File: src/rtl/vfd_pkg.sv
// Shared constants, types and codes for the vibrato fractional delay block.
// No dependencies.
package vfd_pkg;

   // data path sizes
   localparam int SAMPLE_BITS = 16;
   localparam int RING_DEPTH  = 1024;
   localparam int PTR_W       = $clog2(RING_DEPTH);
   localparam int PHASE_BITS  = 24;
   localparam int MAXD_BITS   = 10;
   localparam int FRAC_BITS   = 16;
   localparam int FRAC_SHIFT  = PHASE_BITS - 1 - FRAC_BITS;

   localparam logic [PHASE_BITS-1:0] HALF_PHASE = {1'b1, {(PHASE_BITS-1){1'b0}}};

   // shared multiplier operand and product widths
   localparam int MUL_A_W = ((PHASE_BITS > SAMPLE_BITS + 1) ? PHASE_BITS : SAMPLE_BITS + 1) + 1;
   localparam int MUL_B_W = ((PTR_W > FRAC_BITS) ? PTR_W : FRAC_BITS) + 1;
   localparam int MUL_P_W = MUL_A_W + MUL_B_W;

   // interpolation accumulator
   localparam int ACC_W      = SAMPLE_BITS + FRAC_BITS + 2;
   localparam int ROUND_BIAS = 1 << (FRAC_BITS - 1);

   // configuration port
   localparam int CSR_W     = 24;
   localparam int CSR_IDX_W = 2;

   typedef enum logic [CSR_IDX_W-1:0] {
      CSR_ENABLE      = 2'd0,
      CSR_MAX_DELAY   = 2'd1,
      CSR_PHASE_INC   = 2'd2,
      CSR_START_PHASE = 2'd3
   } csr_index_type;

   localparam logic                  ENABLE_RST      = 1'b0;
   localparam logic [MAXD_BITS-1:0]  MAX_DELAY_RST   = 10'd50;
   localparam logic [PHASE_BITS-1:0] PHASE_INC_RST   = 24'd350;
   localparam logic [PHASE_BITS-1:0] START_PHASE_RST = 24'd0;

   // sequencer states
   typedef enum logic [2:0] {
      ST_CLEAR,
      ST_IDLE,
      ST_MULD,
      ST_ADDR,
      ST_RD1,
      ST_MULF,
      ST_OUT
   } seq_state_type;

   // ring write port
   typedef struct packed {
      logic                          en;
      logic [PTR_W-1:0]              addr;
      logic signed [SAMPLE_BITS-1:0] data;
   } ring_wr_type;

endpackage

File: src/rtl/vfd_mult.sv
// Shared signed multiplier with a registered product.
// Depends on vfd_pkg.
module vfd_mult (
   input  logic                                 clock,
   input  logic signed [vfd_pkg::MUL_A_W-1:0]   mul_a,
   input  logic signed [vfd_pkg::MUL_B_W-1:0]   mul_b,
   output logic signed [vfd_pkg::MUL_P_W-1:0]   product
);

   logic signed [vfd_pkg::MUL_P_W-1:0] product_ff;
   logic signed [vfd_pkg::MUL_P_W-1:0] product_in;

   assign product_in = vfd_pkg::MUL_P_W'(mul_a) * vfd_pkg::MUL_P_W'(mul_b);

   always_ff @(posedge clock) begin
      product_ff <= product_in;
   end

   assign product = product_ff;

endmodule

File: config.mk
export PLATFORM = sky130hd
export DESIGN_NAME = vfd_mult
export DESIGN_NICKNAME = d
export VERILOG_FILES = /design/src/rtl/vfd_pkg.sv /design/src/rtl/vfd_mult.sv
export SDC_FILE = /design/constraint.sdc
export NUM_CORES = 1
export LEC_CHECK = 0
export ABC_AREA = 1
export BUFFER_PORTS_ARGS = -buffer_cell sky130_fd_sc_hd__buf_2
export CORE_MARGIN = 1
export CORE_UTILIZATION = 47
export CTS_BUF_LIST = sky130_fd_sc_hd__clkbuf_4 sky130_fd_sc_hd__clkbuf_8
export DETAILED_ROUTE_END_ITERATION = 7
export PLACE_DENSITY = 0.62
export SYNTH_ARGS = -nofsm -noshare
export SYNTH_HDL_FRONTEND = slang
export SYNTH_SLANG_ARGS = --single-unit
File: constraint.sdc
create_clock -name clock -period 10.33 [get_ports clock]
set_clock_uncertainty 0.2 [all_clocks]
set_input_delay 2.5825 -clock clock [delete_from_list [all_inputs] [get_ports clock]]
set_output_delay 2.5825 -clock clock [all_outputs]
set_load 0.02 [all_outputs]
### Yosys cells after proc, flatten, opt, wreduce, memory -nomap -nowiden

Cells that the tools add are included.

| storage, ports and cells | value |
|---|---|
| flip-flop bits (word level) | 42 |
| bits in latches | 0 |
| memory bits (writable) | 0 |
| ROM bits | 0 |
| memories | 0 |

| cells by class | value |
|---|---|
| add/subtract/negate cells | 0 |
| multiply operators | 1 |
| div/mod/pow operators | 0 |
| magnitude comparators | 0 |
| equal/unequal tests | 0 |
| shift-type cells | 0 |
| multiplexer cells | 0 |
| bitwise logic cells | 0 |
| reduce and logical (&&, ||, !) cells | 0 |

Operators with widths:

| cell | number |
|---|---|
| $mul 25x17->42 | 1 |

### Depth between registers and ports, before layout

Gate-level depths: netlist (run 1).

| logic depth | value |
|---|---|
| word-level depth | 1 |
| depth in mapped cells | 29 |

### Worst setup path after synthesis (run 1)

OpenSTA, ideal clock, no wires.

| path | value |
|---|---|
| kind | input-to-reg |
| start point | input mul_a[24] in the netlist's numbering |
| end point | register product_ff (netlist bit product[40]) |
| setup time | 0.113 ns |
| arrival time | 7.873 ns |
| setup slack | 2.144 ns |
| stages | 22 |
| cells stage by stage | clkbuf_1 clkbuf_1 nand2_1 fa_1 inv_1 fa_1 inv_1 fa_1 inv_1 fa_1 inv_1 fa_1 fa_1 inv_1 ha_1 inv_1 nor3_1 nand3_1 nor2_1 nand3_1 nand4_1 nand2_1 |

| between the ends | value |
|---|---|
| word-level cells in the longest chain between the ends | 1 |

Ends and longest elaborated chain:

| element | line | source |
|---|---|---|
| start: declaration | vfd_mult.sv:5 | `input logic signed [vfd_pkg::MUL_A_W-1:0] mul_a,` |
| $mul 25x17->42 | vfd_mult.sv:13 | `assign product_in = vfd_pkg::MUL_P_W'(mul_a) * vfd_pkg::MUL_P_W'(mul_b);` |
| named net product_in, one bit | vfd_mult.sv:11 | `logic signed [vfd_pkg::MUL_P_W-1:0] product_in;` |
| end signal: assignment | vfd_mult.sv:16 | `product_ff <= product_in;` |
| end: declaration | vfd_mult.sv:10 | `logic signed [vfd_pkg::MUL_P_W-1:0] product_ff;` |

The timed path passes the listed nets, and every way through them passes these cells.

### Final worst setup path (run 1)

| path | value |
|---|---|
| start point | input mul_b[5] in the netlist's numbering |
| end point | register product_ff (netlist bit product[40]) |

| between the ends | value |
|---|---|
| word-level cells in the longest chain between the ends | 1 |

Ends and longest elaborated chain:

| element | line | source |
|---|---|---|
| start: declaration | vfd_mult.sv:6 | `input logic signed [vfd_pkg::MUL_B_W-1:0] mul_b,` |
| $mul 25x17->42 | vfd_mult.sv:13 |  |
| named net product_in, one bit | vfd_mult.sv:11 |  |

The timed path passes the listed nets, and every way through them passes these cells.

==> impl_metrics.env, run 1 <==
export IMPL_diodes=0
export IMPL_grt_max_degree=27
export IMPL_gp_congestion=0.971
export IMPL_hold_path_class="in2reg"
export IMPL_place_hpwl_um=36900
export IMPL_grt_pass1_wl_um=74800
export IMPL_cts_root_buf="clkbuf_8"
export IMPL_cts_setup_buffers=0
export IMPL_vias_per_cell=4.86
export IMPL_core_sq_mm=0.0365
export IMPL_synth_distinct_cells=30
export IMPL_maxUsedRoutingLayer="met5"
export IMPL_die_w_um=194
export IMPL_synth_area_leaders="fa_1 (48%), inv_1 (16%), nand2_1 (14%)"
export IMPL_crit_fanout=25
export IMPL_synth_common_cells="inv_1 (739), nand2_1 (670), fa_1 (416)"
export IMPL_dp_cells=2756
export IMPL_run_status="complete, no violations"
export IMPL_dr_total_vias=13400
export IMPL_start_util_pct=47.7
export IMPL_syn_nets=2864
export IMPL_rsz0062_at_grt="false"
export IMPL_wl_met1_um=17500
export IMPL_routed_wl_um=43500
export IMPL_yosysSeqAreaShare_pct=4.83
export IMPL_grt_pass1_vias=14800
export IMPL_synth_warnings=0
export IMPL_fin_setup_tns_ps=0
export IMPL_critPathKind="in2reg"
export IMPL_htree_num_levels=2
export IMPL_worst_pin_slew_ps=1030
export IMPL_worst_setup_path_start_kind="primary input"
export IMPL_path_clk_slew_ps=120
export IMPL_end_kind="flop"
export IMPL_antenna_found_initial=1
export IMPL_period_share_pct=81.0
export IMPL_rows=70
export IMPL_yosysMostFrequentCell="inv_1"
export IMPL_min_to="product[0]"
export IMPL_max_freq_ghz=0.120
export IMPL_cts_hold_buf=0
export IMPL_hold_viol=0
export IMPL_port_buffers=84
export IMPL_path_buf_inv=7
export IMPL_clk_path_buf_depth=2
export IMPL_placed_area_sq_mm=0.0180
export IMPL_hp_start="mul_a[0]"
export IMPL_synth_area_sq_mm=0.0174
export IMPL_ant_nets=0
export IMPL_synth_top_area_share_pct=47.8
export IMPL_cts_sinks=42
export IMPL_ios=85
export IMPL_required_ps=10370
export IMPL_largest_reg_flops=42
export IMPL_cts_buffers=5
export IMPL_min_period_ps=8370
export IMPL_whs_ps=2500
export IMPL_cts_tree="built"
export IMPL_async_reset_ff_share_pct=0
export IMPL_synth_edf_count=0
export IMPL_firstDrtPassIters=5
export IMPL_maxSlewHeadroom_pct=31.1
export IMPL_instances_no_fill=2764
export IMPL_wire_per_inst_um=15.7
export IMPL_areaGrowthSynthToFinish_pct=4.15
export IMPL_dieHeight_um=194
export IMPL_cp_top_family="adder cells"
export IMPL_maxSlewViolCount=0
export IMPL_crit_arrival_ps=8410
export IMPL_die_area_sq_mm=0.0378
export IMPL_drc=0
export IMPL_drtIter0Drc=793
export IMPL_grt_use_total_pct=25.0
export IMPL_routed_wl_met2_um=22900
export IMPL_post_cts_resized=0
export IMPL_nets=2855
export IMPL_max_stage_delay_ps=650
export IMPL_crit_chain="buf_2 -> nand2_1 -> fa_1 -> inv_1 -> fa_1 -> inv_1 -> fa_1 -> inv_1 -> fa_1 -> inv_1 -> fa_1 -> fa_1 -> inv_1 -> ha_1 -> inv_1 -> nor3_1 -> nand3_1 -> nor2_1 -> nand3_1 -> nand4_1 -> nand2_1"
export IMPL_postLayoutCellArea_sq_mm=0.0181
export IMPL_worstHoldPathCells=3
export IMPL_cap_violations=0
export IMPL_met3WireLength_um=1880
export IMPL_nFillCells=3679
export IMPL_ys_ff_latch=42
export IMPL_setup_viol=0
export IMPL_yosysTopAreaCell="fa_1"
export IMPL_syn_avg_cell_area_sq_um=7.56
export IMPL_synth_ff_type="dfxtp_1"
export IMPL_grt_overflow=0
export IMPL_drive_gt1_share_pct=5.97
export IMPL_synthCells=2304
export IMPL_slowest_stage="fa_1"
-- worst max-delay path by stage --
stage | startpoint | end | slack (ps) | cells after the start
global route | mul_b[5] | product[41] | 1590 | 22
global placement | mul_b[5] | product[40] | 1820 | 21
detailed placement | mul_b[5] | product[40] | 1650 | 21
floorplan | mul_a[24] | product[40] | 2140 | 22
finish | mul_b[5] | product[40] | 1960 | 21
CTS | mul_b[5] | product[40] | 1970 | 21
-- cells by family after synthesis --
family	count (synthesis)	share of synthesized area, %
buffers and inverters	841	18.1
AND/OR/NAND/NOR	841	19.5
flip-flops	42	4.83
adder cells (fa/ha/maj)	517	55.1
XOR/XNOR	23	1.16
AO/OA/AOI/OAI	40	1.34
-- per-stage QoR --
stage | utilization (%) | worst slack [ps]
final | 49.7 | 1960
after detailed placement | 49.4 | 1650
after global placement | 49.4 | 1820
after floorplan | - | 2140
after CTS | 49.7 | 1970
after global routing | 49.7 | 1590
-- final cells by class --
type                    instances  area [sq um]  area share, %
clock inverters                 3          23.8          0.131
repair buffers                 84           420           2.32
inverters                     741          2780           15.3
clock buffers                   5          68.8          0.379
multi-input cells            1421         13400           74.0
well taps                     468           586           3.23
flip-flops and latches         42           841           4.64
-- layer usage --
| layer | GRT usage [%] | vias up |
|---|---|---|
| met4 | 7.14 | 2 |
| met2 | 46.7 | 380 |
| li1 | - | 6286 |
| met3 | 1.93 | 81 |
| met5 | 0 | - |
| met1 | 30.6 | 6673 |
-- cells in the final DEF, fill, tap and decap left out, types with 4 or more instances in the layout --
cell / n
or2_2: 10
fa_1: 416
a21oi_1: 25
nand3_1: 46
nand2_1: 670
buf_2: 84
nand3_2: 4
dfxtp_1: 42
nand2_2: 14
inv_1: 739
nor2_2: 7
xor2_1: 20
nor2_1: 69
clkbuf_8: 5
o21bai_1: 8
nand4_1: 6
ha_1: 101
nand3b_1: 4
Power of run 1 is not shown: default switching activity piles up to over one toggle a cycle in this logic, so the estimate is an artifact.
==> inputs of run 2 (changes only) <==
==> constraint.sdc (replaced) <==
create_clock -name clock -period 7.8 [get_ports clock]
set_clock_uncertainty 0.2 [all_clocks]
set_input_delay 1.95 -clock clock [delete_from_list [all_inputs] [get_ports clock]]
set_output_delay 1.95 -clock clock [all_outputs]
set_load 0.02 [all_outputs]
==> impl_metrics.env, run 2 (same netlist as run 1, synthesis figures left out) <==
export IMPL_start_util_pct=47.7
export IMPL_drc=1
export IMPL_hold_viol=0
export IMPL_dr_total_vias=13500
export IMPL_grt_pass1_wl_um=75000
export IMPL_maxSlewViolCount=0
export IMPL_die_area_sq_mm=0.0378
export IMPL_gr_usage_met3_pct=1.67
export IMPL_largest_reg_flops=42
export IMPL_hold_path_class="in2reg"
export IMPL_instances_no_fill=2800
export IMPL_required_ps=7810
export IMPL_period_share_pct=95.2
export IMPL_drive_gt1_share_pct=7.38
export IMPL_setup_viol=0
export IMPL_use_met2_pct=47.1
export IMPL_port_buffers=84
export IMPL_crit_arrival_ps=7440
export IMPL_cp_num_cells=20
export IMPL_run_status="finished, violations left"
export IMPL_grt_use_total_pct=25.2
export IMPL_end_kind="flop"
export IMPL_failed_checks="design-rule violations"
export IMPL_worstHoldPathCells=3
export IMPL_wire_per_inst_um=15.6
export IMPL_maxSlewHeadroom_pct=45.0
export IMPL_crit_chain="buf_2 -> nand2_1 -> fa_1 -> inv_1 -> fa_1 -> inv_1 -> buf_4 -> fa_1 -> fa_1 -> fa_1 -> fa_1 -> inv_1 -> ha_1 -> nand2_1 -> nor3_1 -> nand3_1 -> nor2_1 -> nand3_1 -> nand4_1 -> nand2_1"
export IMPL_grt_pass1_vias=14800
export IMPL_rsz0062_at_grt="false"
export IMPL_setup_slack_ps=371
export IMPL_routed_wl_um=43700
export IMPL_ios=85
export IMPL_path_buf_inv=5
export IMPL_cts_tree="built"
export IMPL_dp_cells=2791
export IMPL_max_stage_delay_ps=630
export IMPL_nets=2890
export IMPL_cp_top_family="adder cells"
export IMPL_place_hpwl_um=38400
export IMPL_cts_setup_buffers=0
export IMPL_grt_max_degree=26
export IMPL_cts_hold_buf=0
export IMPL_max_freq_ghz=0.135
export IMPL_slowest_stage="fa_1"
export IMPL_min_period_ps=7430
export IMPL_htree_num_levels=2
export IMPL_crit_fanout=9
export IMPL_fin_setup_tns_ps=0
export IMPL_worst_pin_slew_ps=825
export IMPL_core_sq_mm=0.0365
export IMPL_die_w_um=194
export IMPL_path_clk_slew_ps=90
export IMPL_drtIter0Drc=641
export IMPL_cap_violations=0
export IMPL_ant_nets=0
export IMPL_cts_root_buf="clkbuf_8"
export IMPL_antenna_found_initial=1
export IMPL_rows=70
export IMPL_areaGrowthSynthToFinish_pct=5.97
export IMPL_critPathKind="in2reg"
export IMPL_dieHeight_um=194
export IMPL_final_common_cell="inv_1"
export IMPL_vias_per_cell=4.81
export IMPL_firstDrtPassIters=7
export IMPL_worst_setup_path_start_kind="primary input"
export IMPL_place_ws_ps=79.8
export IMPL_post_cts_resized=0
export IMPL_globalRouteMet1Util_pct=31.6
export IMPL_grt_overflow=0
export IMPL_cts_sinks=42
export IMPL_final_cell_mix="inv_1 (739), nand2_1 (670), fa_1 (416), ha_1 (101), buf_2 (82)"
export IMPL_clk_path_buf_depth=2
export IMPL_cts_buffers=5
export IMPL_gp_congestion=0.937
export IMPL_crit_top_cell="fa_1"
export IMPL_top_usage_layer="met2"
## run 2: layer usage
metal / up-vias / wire length, um
met2: 295 / 22800
met4: 0 / 966
met3: 61 / 1640
met5: - / 0
met1: 6749 / 18200
li1: 6364 / -
## run 2: cell type report
| class | count | area (sq um) |
|---|---|---|
| clock buffer | 5 | 68.8 |
| fill | 3690 | 18100 |
| sequential | 42 | 841 |
| timing repair buffer | 119 | 713 |
| tap | 468 | 586 |
| multi-input combinational | 1421 | 13400 |
| antenna | 1 | 2.50 |
| clock inverter | 3 | 45.0 |
| inverter | 741 | 2780 |
## run 2: stage by stage
stage	area [sq um]	util, %	hold WS, ps
after global placement	18300	50.2	2170
final	18500	50.5	1860
after detailed placement	18300	50.2	2160
after floorplan	17400	-	2040
after CTS	18400	50.5	1850
after global routing	18500	50.5	1870
## run 2: final timing paths
path                  startpoint           to
worst max-delay path    mul_b[5]  product[40]
worst min-delay path    mul_b[0]   product[0]
## run 2: tightest hold or removal path: cells and delay by family
family / cells / cell delay (ps)
buf+inv: 2 / 260
simple gates: 1 / 120
Power of run 2 is left out for the same reason.
==> inputs of run 3 (changes only) <==
--- a/config.mk
+++ b/config.mk
@@ -8,10 +8,10 @@
 export ABC_AREA = 1
 export BUFFER_PORTS_ARGS = -buffer_cell sky130_fd_sc_hd__buf_2
 export CORE_MARGIN = 1
-export CORE_UTILIZATION = 47
+export CORE_UTILIZATION = 45
 export CTS_BUF_LIST = sky130_fd_sc_hd__clkbuf_4 sky130_fd_sc_hd__clkbuf_8
 export DETAILED_ROUTE_END_ITERATION = 7
-export PLACE_DENSITY = 0.62
+export PLACE_DENSITY = 0.6
 export SYNTH_ARGS = -nofsm -noshare
 export SYNTH_HDL_FRONTEND = slang
 export SYNTH_SLANG_ARGS = --single-unit
==> impl_metrics.env, run 3 (same netlist as run 1, synthesis figures left out) <==
export IMPL_routed_wl_um=44600
export IMPL_cts_tree="built"
export IMPL_drc=0
export IMPL_nets=2892
export IMPL_grt_pass1_vias=14800
export IMPL_worstHoldPathCells=4
export IMPL_final_cell_mix="inv_1 (739), nand2_1 (670), fa_1 (416), ha_1 (101), buf_2 (83)"
export IMPL_cts_root_buf="clkbuf_8"
export IMPL_use_met2_pct=45.3
export IMPL_maxSlewViolCount=0
export IMPL_drtIter0Drc=687
export IMPL_grt_pass1_wl_um=75900
export IMPL_setup_viol=0
export IMPL_rows=71
export IMPL_die_w_um=199
export IMPL_min_period_ps=7340
export IMPL_hp_start="mul_a[0]"
export IMPL_largest_reg_flops=42
export IMPL_required_ps=7860
export IMPL_grt_overflow=0
export IMPL_clk_path_buf_depth=2
export IMPL_grt_use_total_pct=24.8
export IMPL_areaGrowthSynthToFinish_pct=6.30
export IMPL_wire_per_inst_um=15.7
export IMPL_hold_path_class="in2reg"
export IMPL_period_share_pct=94.1
export IMPL_dr_total_vias=13400
export IMPL_place_hpwl_um=39100
export IMPL_cap_violations=0
export IMPL_ant_nets=0
export IMPL_startpoint="mul_b[2]"
export IMPL_die_area_sq_mm=0.0395
export IMPL_top_usage_layer="met2"
export IMPL_end_kind="flop"
export IMPL_crit_fanout=16
export IMPL_vias_per_cell=4.73
export IMPL_antenna_found_initial=2
export IMPL_path_clk_slew_ps=90
export IMPL_globalRouteMet1Util_pct=31.1
export IMPL_firstDrtPassIters=7
export IMPL_worst_setup_path_start_kind="primary input"
export IMPL_cts_sinks=42
export IMPL_dieHeight_um=199
export IMPL_gp_congestion=0.913
export IMPL_rsz0062_at_grt="false"
export IMPL_cts_buffers=5
export IMPL_port_buffers=84
export IMPL_ios=85
export IMPL_start_util_pct=46.0
export IMPL_htree_num_levels=2
export IMPL_max_freq_ghz=0.136
export IMPL_worst_pin_slew_ps=779
export IMPL_grt_max_degree=26
export IMPL_hold_viol=0
export IMPL_nFillCells=3838
export IMPL_crit_arrival_ps=7400
export IMPL_maxSlewHeadroom_pct=47.9
export IMPL_run_status="complete, no violations"
export IMPL_core_sq_mm=0.0378
export IMPL_critPathKind="in2reg"
export IMPL_final_common_cell="inv_1"
export IMPL_fin_setup_tns_ps=0
export IMPL_drive_gt1_share_pct=7.46
export IMPL_gr_usage_met3_pct=2.36
[run 3: repair_timing]
item / 4_1_cts / 5_1_grt
setup endpoints to repair: 0 / 1
buffers inserted: 0 / 0
gates resized for setup: 0 / 1
hold buffers: 0 / 0
[run 3: per-layer routing]
| layer | vias to the layer above | share of wire, % |
|---|---|---|
| met5 | - | 0.022 |
| met2 | 326 | 52 |
| li1 | 6364 | - |
| met1 | 6662 | 41 |
| met4 | 2 | 2.9 |
| met3 | 94 | 4.4 |
[run 3: critical path: stages]
cell and delay, ps:
buf_2 380, nand2_1 170, inv_1 160, fa_1 460, inv_1 220, fa_1 460
inv_1 90, fa_1 440, fa_1 520, fa_1 490, inv_1 50, fa_1 480
inv_1 40, ha_1 380, nand2_1 120, nor2_1 250, nand2_1 110, nor2_1 180
nand3b_1 180, nand3_1 130, nand2_1 50, nand2_1 70
[run 3: path summary, 6_finish.rpt]
check	endpoint	slack, ps
worst max-delay path	product[39]	460
worst min-delay path	product[0]	1900
[run 3: stage by stage]
stage	instance area (sq um)	cells	hold slack, ps	setup slack (ps)	util [%]
final	18500	2845	1900	458	48.9
after detailed placement	18400	2836	2160	146	48.7
after global placement	18400	2836	2170	156	48.7
after CTS	18500	2844	1900	456	48.9
after floorplan	17400	2304	2040	247	-
after global routing	18500	2844	1920	8.15	48.9
[run 3: area by class of cell]
cell class / instances / area, sq um / share of cell area [%]
clock inverters: 3 / 23.8 / 0.128
inverters: 741 / 2780 / 15.0
multi-input cells: 1421 / 13400 / 72.5
repair buffers: 121 / 738 / 3.99
flip-flops and latches: 42 / 841 / 4.54
clock buffers: 5 / 68.8 / 0.372
well taps: 511 / 639 / 3.45
diodes: 1 / 2.50 / 0.0135
Power of run 3 is left out for the same reason.
